**config.mk**
```make
export PLATFORM = sky130hd
export DESIGN_NAME = mavlink2_frame_builder_top
export DESIGN_NICKNAME = d
export VERILOG_FILES = /design/src/sv/mv2fb_pkg.sv /design/src/sv/mv2fb_front.sv /design/src/sv/mv2fb_fifo.sv /design/src/sv/mv2fb_back.sv /design/src/sv/mavlink2_frame_builder_top.sv
export VERILOG_INCLUDE_DIRS = /design/src /design/src/sv
export SDC_FILE = /design/constraint.sdc
export NUM_CORES = 1
export LEC_CHECK = 0
export ABC_CLOCK_PERIOD_IN_PS = 9200
export BUFFER_PORTS_ARGS = -buffer_cell sky130_fd_sc_hd__buf_2
export CORE_MARGIN = 1.5
export CORE_UTILIZATION = 43
export CTS_BUF_LIST = sky130_fd_sc_hd__clkbuf_4 sky130_fd_sc_hd__clkbuf_8
export DETAILED_ROUTE_END_ITERATION = 6
export SLEW_MARGIN = 20
export SYNTH_ARGS = -nofsm -noshare
export SYNTH_HDL_FRONTEND = slang
export SYNTH_SLANG_ARGS = --single-unit
```
**constraint.sdc**
```tcl
create_clock -name clk -period 9.2 [get_ports clk]
set_input_delay 1.84 -clock clk [delete_from_list [all_inputs] [get_ports clk]]
set_output_delay 1.84 -clock clk [all_outputs]
set_load 0.02 [all_outputs]
```
**src/sv/mavlink2_frame_builder_top_assert.svh**
```systemverilog
// Assertion macros shared by the frame builder modules.
// Each macro samples on clk and is disabled while rst_n is low.
`ifndef MAVLINK2_FRAME_BUILDER_TOP_ASSERT_SVH
`define MAVLINK2_FRAME_BUILDER_TOP_ASSERT_SVH

// The condition must hold at every clock edge.
`define MV2FB_ASSERT_ALWAYS(label, cond) \
    label: assert property (@(posedge clk) disable iff (!rst_n) (cond)) \
        else $error("frame builder invariant violated");

// When the antecedent holds, the consequent must hold in the following cycle.
`define MV2FB_ASSERT_NEXT(label, ante, cons) \
    label: assert property (@(posedge clk) disable iff (!rst_n) (ante) |=> (cons)) \
        else $error("frame builder sequence violated");

`endif

```
**src/sv/mv2fb_pkg.sv**
```systemverilog
package mv2fb_pkg;

    // Input mode codes.
    localparam logic [1:0] MODE_HDR = 2'd0;
    localparam logic [1:0] MODE_PAY = 2'd1;
    localparam logic [1:0] MODE_END = 2'd2;

    localparam logic [7:0]  STX_BYTE    = 8'hFD;
    localparam logic [15:0] CRC_INIT    = 16'hFFFF;
    localparam logic [7:0]  MAX_PAYLOAD = 8'hFF;

    // Step counter inside one command; a header takes ten output bytes.
    localparam int STEP_W = 4;
    localparam logic [STEP_W-1:0] HDR_LAST_STEP = 4'd9;

    // Default depth of the command queue between front and back.
    localparam int CMD_QUEUE_DEPTH = 4;

    typedef enum logic [1:0] {
        CMD_HDR,
        CMD_PAY,
        CMD_END
    } cmd_kind_t;

    typedef struct packed {
        cmd_kind_t   kind;
        logic [23:0] message_id;
        logic [7:0]  declared_length;
        logic [7:0]  seq;
        logic [7:0]  system_id;
        logic [7:0]  component_id;
        logic [7:0]  data;
    } cmd_t;

    // One byte of CRC-16/X.25 (reflected, polynomial 0x1021).
    function automatic logic [15:0] crc_fold(input logic [15:0] crc, input logic [7:0] b);
        logic [7:0] t;
        t = b ^ crc[7:0];
        t = t ^ {t[3:0], 4'h0};
        return {8'h00, crc[15:8]} ^ {t, 8'h00} ^ {5'b0, t, 3'b0} ^ {12'h000, t[7:4]};
    endfunction

endpackage

```
**src/sv/mv2fb_front.sv**
```systemverilog
module mv2fb_front (
    input  logic              clk,
    input  logic              rst_n,
    input  logic              in_valid,
    output logic              in_ready,
    input  logic [1:0]        mode,
    input  logic [23:0]       message_id,
    input  logic [7:0]        declared_length,
    input  logic [7:0]        system_id,
    input  logic [7:0]        component_id,
    input  logic [7:0]        payload_byte,
    input  logic [7:0]        crc_seed_extra,
    input  logic              q_full,
    output logic              q_push,
    output mv2fb_pkg::cmd_t   q_data
);
    import mv2fb_pkg::*;

    logic       open_reg, open_next;
    logic [7:0] count_reg, count_next;
    logic [7:0] seq_reg, seq_next;
    logic       accept;
    logic       take_hdr, take_pay, take_end;

    assign in_ready = !q_full;
    assign accept   = in_valid && in_ready;

    // Items that arrive out of order are consumed without producing a command.
    assign take_hdr = (mode == MODE_HDR) && !open_reg;
    assign take_pay = (mode == MODE_PAY) && open_reg && (count_reg != MAX_PAYLOAD);
    assign take_end = (mode == MODE_END) && open_reg;

    always_comb
    begin
        open_next  = open_reg;
        count_next = count_reg;
        seq_next   = seq_reg;
        q_push     = 1'b0;

        q_data.kind            = CMD_PAY;
        q_data.message_id      = message_id;
        q_data.declared_length = declared_length;
        q_data.seq             = seq_reg;
        q_data.system_id       = system_id;
        q_data.component_id    = component_id;
        q_data.data            = payload_byte;

        if (take_hdr)
        begin
            q_data.kind = CMD_HDR;
        end
        else if (take_end)
        begin
            q_data.kind = CMD_END;
            q_data.data = crc_seed_extra;
        end

        if (accept)
        begin
            if (take_hdr)
            begin
                q_push     = 1'b1;
                open_next  = 1'b1;
                count_next = 8'd0;
                seq_next   = seq_reg + 8'd1;
            end
            else if (take_pay)
            begin
                q_push     = 1'b1;
                count_next = count_reg + 8'd1;
            end
            else if (take_end)
            begin
                q_push     = 1'b1;
                open_next  = 1'b0;
                count_next = 8'd0;
            end
        end
    end

    always_ff @(posedge clk or negedge rst_n)
    begin
        if (!rst_n)
        begin
            open_reg  <= 1'b0;
            count_reg <= 8'd0;
            seq_reg   <= 8'd0;
        end
        else
        begin
            open_reg  <= open_next;
            count_reg <= count_next;
            seq_reg   <= seq_next;
        end
    end

endmodule

```
**src/sv/mv2fb_fifo.sv**
```systemverilog
`include "mavlink2_frame_builder_top_assert.svh"

module mv2fb_fifo #(
    parameter int DEPTH = mv2fb_pkg::CMD_QUEUE_DEPTH
) (
    input  logic              clk,
    input  logic              rst_n,
    input  logic              push,
    input  mv2fb_pkg::cmd_t   push_data,
    output logic              full,
    input  logic              pop,
    output logic              head_valid,
    output mv2fb_pkg::cmd_t   head
);
    import mv2fb_pkg::*;

    localparam int PTR_W = $clog2(DEPTH);
    localparam int CNT_W = $clog2(DEPTH + 1);

    cmd_t             mem_reg [DEPTH];
    logic [PTR_W-1:0] wr_ptr_reg, wr_ptr_next;
    logic [PTR_W-1:0] rd_ptr_reg, rd_ptr_next;
    logic [CNT_W-1:0] count_reg, count_next;
    logic             do_push, do_pop;

    assign full       = (count_reg == CNT_W'(DEPTH));
    assign head_valid = (count_reg != '0);
    assign head       = mem_reg[rd_ptr_reg];
    assign do_push    = push && !full;
    assign do_pop     = pop && head_valid;

    always_comb
    begin
        wr_ptr_next = wr_ptr_reg;
        rd_ptr_next = rd_ptr_reg;
        count_next  = count_reg;
        if (do_push)
        begin
            wr_ptr_next = (wr_ptr_reg == PTR_W'(DEPTH - 1)) ? '0 : wr_ptr_reg + 1'b1;
        end
        if (do_pop)
        begin
            rd_ptr_next = (rd_ptr_reg == PTR_W'(DEPTH - 1)) ? '0 : rd_ptr_reg + 1'b1;
        end
        if (do_push && !do_pop)
        begin
            count_next = count_reg + 1'b1;
        end
        else if (do_pop && !do_push)
        begin
            count_next = count_reg - 1'b1;
        end
    end

    always_ff @(posedge clk or negedge rst_n)
    begin
        if (!rst_n)
        begin
            wr_ptr_reg <= '0;
            rd_ptr_reg <= '0;
            count_reg  <= '0;
        end
        else
        begin
            wr_ptr_reg <= wr_ptr_next;
            rd_ptr_reg <= rd_ptr_next;
            count_reg  <= count_next;
        end
    end

    always_ff @(posedge clk)
    begin
        if (do_push)
        begin
            mem_reg[wr_ptr_reg] <= push_data;
        end
    end

    `MV2FB_ASSERT_ALWAYS(a_fifo_count_max, count_reg <= CNT_W'(DEPTH))
    `MV2FB_ASSERT_ALWAYS(a_fifo_no_lost_push, !push || !full)

endmodule

```
**src/sv/mv2fb_back.sv**
```systemverilog
`include "mavlink2_frame_builder_top_assert.svh"

module mv2fb_back (
    input  logic              clk,
    input  logic              rst_n,
    input  logic              head_valid,
    input  mv2fb_pkg::cmd_t   head,
    output logic              pop,
    output logic              out_valid,
    input  logic              out_ready,
    output logic [7:0]        out_byte,
    output logic              frame_last
);
    import mv2fb_pkg::*;

    logic [STEP_W-1:0] step_reg, step_next;
    logic [15:0]       crc_reg, crc_next;
    logic              out_valid_reg, out_valid_next;
    logic [7:0]        out_byte_reg, out_byte_next;
    logic              frame_last_reg, frame_last_next;
    logic              can_emit, emit;
    logic [7:0]        byte_sel;
    logic              last_sel;
    logic              cmd_done;
    logic [15:0]       crc_sel;
    logic [15:0]       crc_end;

    assign can_emit = !out_valid_reg || out_ready;
    assign emit     = head_valid && can_emit;
    assign crc_end  = crc_fold(crc_reg, head.data);

    always_comb
    begin
        byte_sel = 8'h00;
        last_sel = 1'b0;
        cmd_done = 1'b0;
        crc_sel  = crc_reg;
        case (head.kind)
            CMD_HDR:
            begin
                case (step_reg)
                    4'd0:    byte_sel = STX_BYTE;
                    4'd1:    byte_sel = head.declared_length;
                    4'd4:    byte_sel = head.seq;
                    4'd5:    byte_sel = head.system_id;
                    4'd6:    byte_sel = head.component_id;
                    4'd7:    byte_sel = head.message_id[7:0];
                    4'd8:    byte_sel = head.message_id[15:8];
                    4'd9:    byte_sel = head.message_id[23:16];
                    default: byte_sel = 8'h00;
                endcase
                crc_sel  = (step_reg == '0) ? CRC_INIT : crc_fold(crc_reg, byte_sel);
                cmd_done = (step_reg == HDR_LAST_STEP);
            end
            CMD_PAY:
            begin
                byte_sel = head.data;
                crc_sel  = crc_fold(crc_reg, head.data);
                cmd_done = 1'b1;
            end
            CMD_END:
            begin
                if (step_reg == '0)
                begin
                    byte_sel = crc_end[7:0];
                    crc_sel  = crc_end;
                end
                else
                begin
                    byte_sel = crc_reg[15:8];
                    last_sel = 1'b1;
                    crc_sel  = CRC_INIT;
                    cmd_done = 1'b1;
                end
            end
            default:
            begin
                cmd_done = 1'b1;
            end
        endcase
    end

    always_comb
    begin
        step_next       = step_reg;
        crc_next        = crc_reg;
        out_valid_next  = out_valid_reg;
        out_byte_next   = out_byte_reg;
        frame_last_next = frame_last_reg;
        pop             = 1'b0;
        if (out_valid_reg && out_ready)
        begin
            out_valid_next = 1'b0;
        end
        if (emit)
        begin
            out_valid_next  = 1'b1;
            out_byte_next   = byte_sel;
            frame_last_next = last_sel;
            crc_next        = crc_sel;
            if (cmd_done)
            begin
                pop       = 1'b1;
                step_next = '0;
            end
            else
            begin
                step_next = step_reg + 1'b1;
            end
        end
    end

    always_ff @(posedge clk or negedge rst_n)
    begin
        if (!rst_n)
        begin
            step_reg      <= '0;
            crc_reg       <= CRC_INIT;
            out_valid_reg <= 1'b0;
        end
        else
        begin
            step_reg      <= step_next;
            crc_reg       <= crc_next;
            out_valid_reg <= out_valid_next;
        end
    end

    always_ff @(posedge clk)
    begin
        out_byte_reg   <= out_byte_next;
        frame_last_reg <= frame_last_next;
    end

    assign out_valid  = out_valid_reg;
    assign out_byte   = out_byte_reg;
    assign frame_last = frame_last_reg;

    `MV2FB_ASSERT_ALWAYS(a_back_step_needs_head, (step_reg == '0) || head_valid)
    `MV2FB_ASSERT_NEXT(a_back_crc_reinit, emit && last_sel, crc_reg == CRC_INIT)

endmodule

```
**src/sv/mavlink2_frame_builder_top.sv**
```systemverilog
// An accepted item is written into the command queue, and the back registers its first output
// byte once the item is at the queue head. Throughput: one payload byte per cycle while the
// output is not stalled; a header item yields ten output bytes and an end item two.
// The command queue between front and back absorbs input while a header or CRC burst drains.
// Reset (rst_n low, asynchronous) closes any open frame, clears the sequence number and
// payload count, sets the CRC to 0xFFFF and empties the queue and output register.
module mavlink2_frame_builder_top #(
    parameter int CMD_DEPTH = mv2fb_pkg::CMD_QUEUE_DEPTH
) (
    input  logic        clk,
    input  logic        rst_n,
    input  logic        in_valid,
    output logic        in_ready,
    input  logic [1:0]  mode,
    input  logic [23:0] message_id,
    input  logic [7:0]  declared_length,
    input  logic [7:0]  system_id,
    input  logic [7:0]  component_id,
    input  logic [7:0]  payload_byte,
    input  logic [7:0]  crc_seed_extra,
    output logic        out_valid,
    input  logic        out_ready,
    output logic [7:0]  out_byte,
    output logic        frame_last
);
    import mv2fb_pkg::*;

    // Commands travel from the front (classification and frame bookkeeping)
    // through a short queue to the back (byte serialization and CRC).
    cmd_t q_push_data;
    cmd_t q_head;
    logic q_push;
    logic q_full;
    logic q_pop;
    logic q_head_valid;

    // The front tracks whether a frame is open, counts payload bytes and
    // owns the sequence counter. Out-of-order transactions are accepted
    // and dropped here, so the back only ever sees well-formed frames.
    mv2fb_front u_front (
        .clk             (clk),
        .rst_n           (rst_n),
        .in_valid        (in_valid),
        .in_ready        (in_ready),
        .mode            (mode),
        .message_id      (message_id),
        .declared_length (declared_length),
        .system_id       (system_id),
        .component_id    (component_id),
        .payload_byte    (payload_byte),
        .crc_seed_extra  (crc_seed_extra),
        .q_full          (q_full),
        .q_push          (q_push),
        .q_data          (q_push_data)
    );

    // The queue lets input continue while the back is stalled by the
    // output side or busy emitting a multi-byte burst.
    mv2fb_fifo #(
        .DEPTH (CMD_DEPTH)
    ) u_fifo (
        .clk        (clk),
        .rst_n      (rst_n),
        .push       (q_push),
        .push_data  (q_push_data),
        .full       (q_full),
        .pop        (q_pop),
        .head_valid (q_head_valid),
        .head       (q_head)
    );

    // The back emits one byte per cycle into its output register unless stalled, folding
    // header bytes after the start marker, payload bytes and crc_seed_extra into the running CRC.
    mv2fb_back u_back (
        .clk        (clk),
        .rst_n      (rst_n),
        .head_valid (q_head_valid),
        .head       (q_head),
        .pop        (q_pop),
        .out_valid  (out_valid),
        .out_ready  (out_ready),
        .out_byte   (out_byte),
        .frame_last (frame_last)
    );

endmodule

```
## Yosys cells after proc, flatten, opt, wreduce, memory -nomap -nowiden

Memory sizes are Yosys's and may differ from the RTL's.
Index checks and enable logic that the tools add are counted.
W data, S select, Z words.

| storage, ports and cells | value |
|---|---|
| register bits after elaboration | 54 |
| RAM bits | 264 |
| input bits | 70 |
| output and inout port bits | 11 |
| word-level logic and storage cells | 109 |
| memories kept | 1 |

Memory list:

| memory | depth | bits a word | read ports | clocked after memory_dff | write ports | RTL line | source |
|---|---|---|---|---|---|---|---|
| u_fifo.mem_reg | 4 | 66 | 1 | 0 | 1 | mv2fb_fifo.sv:20 | `cmd_t mem_reg [DEPTH];` |

| operators by class | value |
|---|---|
| add/subtract/negate cells | 7 |
| equality and inequality tests | 16 |
| multiplexer cells | 34 |
| bitwise gates (word level) | 10 |
| reductions and logical operators | 30 |

Operator list:

| cell | count |
|---|---|
| $pmux W8 S8 | 1 |
| $mux W8 | 7 |
| $pmux W16 S3 | 1 |
| $mux W16 | 2 |
| $xor A16 B11 Y16 | 2 |
| $xor A16 B4 Y16 | 2 |
| $xor A8 B16 Y16 | 2 |
| $xor A8 B8 Y8 | 4 |
| $pmux W8 S3 | 1 |
| $add A8 B1 Y8 const B | 2 |
| $eq A4 B3 Y1 const B | 4 |
| $mux W1 | 14 |
| $logic_and A1 B1 Y1 | 11 |
| $reduce_bool A3 Y1 | 3 |
| $eq A2 B2 Y1 const B | 4 |
| $eq A4 B4 Y1 const B | 2 |
| $mux W2 | 4 |
| $ne A8 B8 Y1 const B | 1 |
| $mux W3 | 2 |
| $reduce_and A2 Y1 | 3 |
| $reduce_bool A2 Y1 | 3 |
| $logic_not A1 Y1 | 5 |
| $add A2 B1 Y2 const B | 2 |
| $add A4 B1 Y4 const B | 1 |
| 12 further kinds | 14 |

## Longest topological paths before layout

| depth | value |
|---|---|
| depth after elaboration | 11 |
| gate-level depth with buffers | 21 |
| depth with buffers taken out | 16 |

## Modules after synthesis

Synthesis repeated with hierarchy kept, for this count alone.

| unflattened totals | value |
|---|---|
| cell total of the unflattened synthesis | 844 |
| area total of the unflattened synthesis | 14151.1 µm² |

Modules (own cells, without submodules):

| module | instances | cells each | area an instance (µm²) | sequential area each (µm²) |
|---|---|---|---|---|
| mv2fb_fifo | 1 | 382 | 9977.1 | 8102.8 |
| mv2fb_back | 1 | 317 | 2831.5 | 815.8 |
| mv2fb_front | 1 | 145 | 1342.5 | 425.4 |

## Worst setup path after synthesis

Ideal clock, no wire load.

| timing | value |
|---|---|
| path type | input -> register |
| start point | in mode[0] |
| end point | mem u_fifo.mem_reg[1][0] (netlist bit), enable pin |
| setup time | 0.431 ns |
| arrival | 4.605 ns |
| data required time | 8.769 ns |
| path slack | 4.164 ns |
| cell stages on the path | 6 |
| buffers on the path | 1 |
| cell sequence | nand2_1 > nor2_1 > o21ai_0 > a21oi_1 > clkbuf_1 > and2_1 |

| between the ends | value |
|---|---|
| longest elaborated chain between the ends | 9 |
| elaborated cells between the ends (all ways) | 14 |
| classes of those cells | eq/ne (2); mux (6); reduce/logical (6) |

Ends and longest elaborated chain:

| element | RTL line | source |
|---|---|---|
| start: declaration | mavlink2_frame_builder_top.sv:14 | `input logic [1:0] mode,` |
| $eq A2 B2 Y1 or $eq A2 B1 Y1 (tied branches) | mv2fb_front.sv:31, mv2fb_front.sv:30 |  |
| $logic_and A1 B1 Y1, on equally long branches | mv2fb_front.sv:31, mv2fb_front.sv:30 |  |
| $mux W1 or $logic_and A1 B1 Y1 (tied branches) | mv2fb_front.sv:72, mv2fb_front.sv:30 |  |
| $mux W1 | mv2fb_front.sv:67 | `else if (take_pay)` |
| $mux W1 * | mv2fb_front.sv:60 | `if (take_hdr)` |
| $mux W1 * | mv2fb_front.sv:58 | `if (accept)` |
| $logic_and A1 B1 Y1 * | mv2fb_fifo.sv:29 | `assign do_push = push && !full;` |
| via u_fifo.do_push | mv2fb_fifo.sv:24 | `logic do_push, do_pop;` |
| $mux W1 * | mv2fb_fifo.sv:73 | `if (do_push)` |
| $mux W1 (implied by the code) * | mv2fb_fifo.sv:75 | `mem_reg[wr_ptr_reg] <= push_data;` |
| end: declaration | mv2fb_fifo.sv:20 |  |

The timed path passes the listed nets; every way through them passes the cells marked *.

## Worst setup path after layout

| timing | value |
|---|---|
| start point | reg u_fifo.rd_ptr_reg[0] |
| end point | reg u_back.crc_reg[15] |

| between the ends | value |
|---|---|
| longest elaborated chain between the ends | 10 |
| elaborated cells between the ends (all ways) | 21 |
| classes of those cells | eq/ne (2); mux (5); bitwise (10); reduce/logical (3); memory (1) |

Ends and longest elaborated chain:

| element | RTL line | source |
|---|---|---|
| start: declaration | mv2fb_fifo.sv:22 | `logic [PTR_W-1:0] rd_ptr_reg, rd_ptr_next;` |
| start signal: assignment | mv2fb_fifo.sv:66 | `rd_ptr_reg <= rd_ptr_next;` |
| $mem_v2 Z4 W66 * | -- |  |
| $pmux W8 S8 | mv2fb_back.sv:41 | `case (step_reg)` |
| $mux W8 | mv2fb_back.sv:38 | `case (head.kind)` |
| $xor A8 B8 Y8 | mv2fb_pkg.sv:38 | `t = b ^ crc[7:0];` |
| $xor A8 B8 Y8 | mv2fb_pkg.sv:39 | `t = t ^ {t[3:0], 4'h0};` |
| $xor A8 B16 Y16 | mv2fb_pkg.sv:40 | `return {8'h00, crc[15:8]} ^ {t, 8'h00} ^ {5'b0, t, 3'b0} ^ {12'h000, t[7:4]};` |
| $xor A16 B11 Y16 | mv2fb_pkg.sv:40 |  |
| $xor A16 B4 Y16 | mv2fb_pkg.sv:40 |  |
| $mux W16 | mv2fb_back.sv:52 | `crc_sel = (step_reg == '0) ? CRC_INIT : crc_fold(crc_reg, byte_sel);` |
| $pmux W16 S3 | mv2fb_back.sv:38 |  |
| end signal: assignment | mv2fb_back.sv:124 | `crc_reg <= crc_next;` |
| end: declaration | mv2fb_back.sv:17 | `logic [15:0] crc_reg, crc_next;` |

Mark *: on every way between the ends. The rest lies on a longest branch, timed or not. The select of a mux whose other input is x is not followed.
A chain may end at the register's enable or synchronous reset.

==> impl_metrics.py <==
metrics = {
    "run_status": {
        "status": "completed",
    },
    "sta": {
        "fin_setup_tns_ps": 0,
        "finalHoldViolCount": 0,
        "timing.final.ws_setup_ps": 4862,
        "timing.final.crit_period_ps": 4338,
        "slew_headroom_pct": 28.81,
        "fmax_ghz": 0.2305,
        "fin_skew_ps": 23.28,
        "rsz0062_at_grt": "no",
        "setup_viol": 0,
        "holdWs_ps": 493.5,
        "slew_viol_final": 0,
        "worst_pin_slew_ps": 1068,
        "final.period_utilization_pct": 47.15,
    },
    "clock_network": {
        "clockBufferDepth": 3,
        "clk_root_buffer_cell": "clkbuf_8",
        "post_cts_buffers": 0,
        "cts_buffers": 50,
        "cts_tree": "done",
        "clock-sinks": 318,
        "clkLatencyLatePin_ps": 580,
        "ctsResizeCount": 0,
        "clk_pin_slew_ps": 60,
        "holdBufCountCts": 0,
        "htreeDepth": 2,
    },
    "power": {
        "net-switching-power_mw": 1.887,
        "seqPwrFrac_pct": 39.2,
        "ir_drop_mv": 0.1553,
        "p_clk_share_pct": 22.7,
        "p_int_mw": 3.312,
        "power_density_mw_per_mm2": 337.2,
        "switching_share_pct": 36.30,
        "power_frac_comb_pct": 38.2,
        "power_leakage_nw": 5.703,
        "total_power_mw": 5.199,
    },
    "setup_path": {
        "arrival_ps": 4840,
        "endpoint_kind": "flip-flop",
        "cp_cell_sequence": "buf_4 -> buf_4 -> mux2i_1 -> o22ai_1 -> nor4_1 -> nand2_1 -> xor2_2 -> xnor2_2 -> a21oi_1 -> a221o_1",
        "critPathMostFrequentCell": "buf_4",
        "critical_path.max_fanout": 52,
        "crit_type": "reg -> reg",
        "critPathRequiredTime_ps": 9700,
        "cpPeakStageDelay_ps": 840,
        "cp_slowest_cell": "dfrtp_4",
        "startpoint_type": "flip-flop",
    },
    "grt": {
        "overflow": 0,
        "grt_pass1_vias": 7677,
        "grt_usage_pct": 18.32,
        "grt_pass1_wl_um": 45570,
        "grt_max_degree": 67,
        "antenna_found_initial": 0,
    },
    "floorplanning": {
        "coreArea_sq_mm": 0.03139,
        "rows": 65,
        "die_area_sq_mm": 0.03285,
        "start_util_pct": 43.52,
        "die_h_um": 181.2,
        "io_pins": 81,
        "die_w_um": 181.2,
    },
    "cells_and_area": {
        "areaGrowthSynthToFinish_pct": 12.85,
        "largest_reg_flops": 264,
        "diodes": 0,
        "final_nets": 1069,
        "drive_gt1_share_pct": 22.02,
        "design_area_sq_mm": 0.01542,
    },
    "logic_synthesis": {
        "yosysTopAreaCellShare_pct": 60.01,
        "synth-edff-count": 273,
        "ys_warn_count": 0,
        "synth_seq_area_share_pct": 68.39,
        "syn_inst": 879,
        "synth.avg_cell_area_sq_um": 15.54,
        "synth.largest_area_cell": "edfxtp_1",
        "synth_cell_type_count": 55,
        "syn_area_sq_mm": 0.01366,
        "synth.most_common_cell": "edfxtp_1",
        "ys_top_cells_by_area": "edfxtp_1 60%, mux2i_1 8.1%, dfrtp_1 5.3%, dfstp_2 3.1%, o22ai_1 2.2%",
        "syn-num-nets": 968,
        "ys_ff_latch": 318,
        "ys_async_sr_fraction_pct": 14.15,
        "ys.flop_type": "edfxtp_1",
        "ys_top_cells_by_count": "273 x edfxtp_1, 111 x mux2i_1, 63 x nand2_1, 49 x o22ai_1, 43 x nor2_1",
    },
    "detailed_routing": {
        "ant_nets": 0,
        "drt_wl_total_um": 29880,
        "first_iter_violations": 559,
        "viasPerCell": 5.426,
        "first_pass_iters": 5,
        "drc": 0,
        "wl_per_cell_um": 20.98,
        "num_vias": 7726,
    },
    "placement": {
        "placed_cell_area_sq_mm": 0.01441,
        "gp_congestion": 0.8281,
        "io_buffers": 80,
        "pre_cts_ws_ps": 4785,
        "dp_hpwl_um": 18090,
    },
    "flow_run": {
        "drv_cap": 0,
    },
    "hold_path": {
        "hold_class": "reg -> reg",
    },
}
==> critical path, delay by kind of cell, from the launching register on <==
family | cells | cell delay, ps
flops | 1 | 840
compound gates | 3 | 470
xor+xnor | 2 | 510
simple gates | 2 | 620
buf+inv | 2 | 1480
mux | 1 | 300
==> final timing paths <==
path / endpoint / slack (ps) / depth (start not counted) / startpoint
max in group asynchronous: u_fifo.rd_ptr_reg[0] / 7330 / 2 / rst_n
hold reg to reg: u_fifo.count_reg[2] / 490 / 1 / u_fifo.count_reg[2]
hold / removal: u_fifo.count_reg[2] / 490 / 1 / u_fifo.count_reg[2]
setup / recovery: u_back.crc_reg[15] / 4860 / 10 / u_fifo.rd_ptr_reg[0]
setup reg to reg: u_back.crc_reg[15] / 4860 / 10 / u_fifo.rd_ptr_reg[0]
min in group asynchronous: u_front.count_reg[7] / 1390 / 2 / rst_n
==> through the flow <==
step	cells	util (%)
5_1_grt	1424	49.11
6_report	1424	49.11
4_1_cts	1424	49.11
3_3_place_gp	1330	45.90
2_1_floorplan	879	-
3_5_place_dp	1330	45.90
==> power by group through the flow <==
| stage | clock (mW) | combinational [mW] | sequential [mW] |
|---|---|---|---|
| floorplan | 0 | 1.58 | 2.01 |
| global placement | 0 | 1.96 | 2.06 |
| detailed placement | 0 | 1.98 | 2.07 |
| CTS | 1.21 | 1.99 | 2.04 |
| global route | 1.27 | 2.17 | 2.07 |
| finish | 1.18 | 1.98 | 2.04 |
==> final cells by class <==
| type | instances | area (sq um) |
|---|---|---|
| multi-input cells | 507 | 4045 |
| well taps | 402 | 503.0 |
| repair buffers | 87 | 452.9 |
| clock buffers | 73 | 898.4 |
| inverters | 16 | 60.06 |
| flip-flops and latches | 318 | 9348 |
| fillers | 2724 | 15980 |
| clock inverters | 21 | 110.1 |
==> metal layers <==
metal | up-vias | GRT usage [%] | share of wire (%)
met2 | 230 | 28.26 | 46
li1 | 3594 | - | -
met3 | 47 | 3.709 | 6.3
met1 | 3855 | 26.11 | 46
met5 | - | 0 | 0
met4 | 0 | 5.867 | 2.2
==> cell families after synthesis <==
| group | synth area share (%) |
|---|---|
| buffers and inverters | 2.070 |
| multiplexers | 10.28 |
| AO/OA/AOI/OAI | 6.045 |
| flip-flops | 68.39 |
| adder cells (fa/ha/maj) | 1.795 |
| XOR/XNOR | 5.129 |
| AND/OR/NAND/NOR | 6.292 |
==> placed cells by master (no fill, tap or decap), drive strengths merged, types with 17 or more instances in the layout <==
cell type	instances
buf	87
clkbuf	73
clkinv	20
dfrtp	29
edfxtp	273
ha	18
inv	17
mux2i	111
nand2	63
nor2	43
nor4	18
o21ai	28
o22ai	49
xnor2	34
xor2	34
No activity file was read; power rests on OpenSTA's default activity.
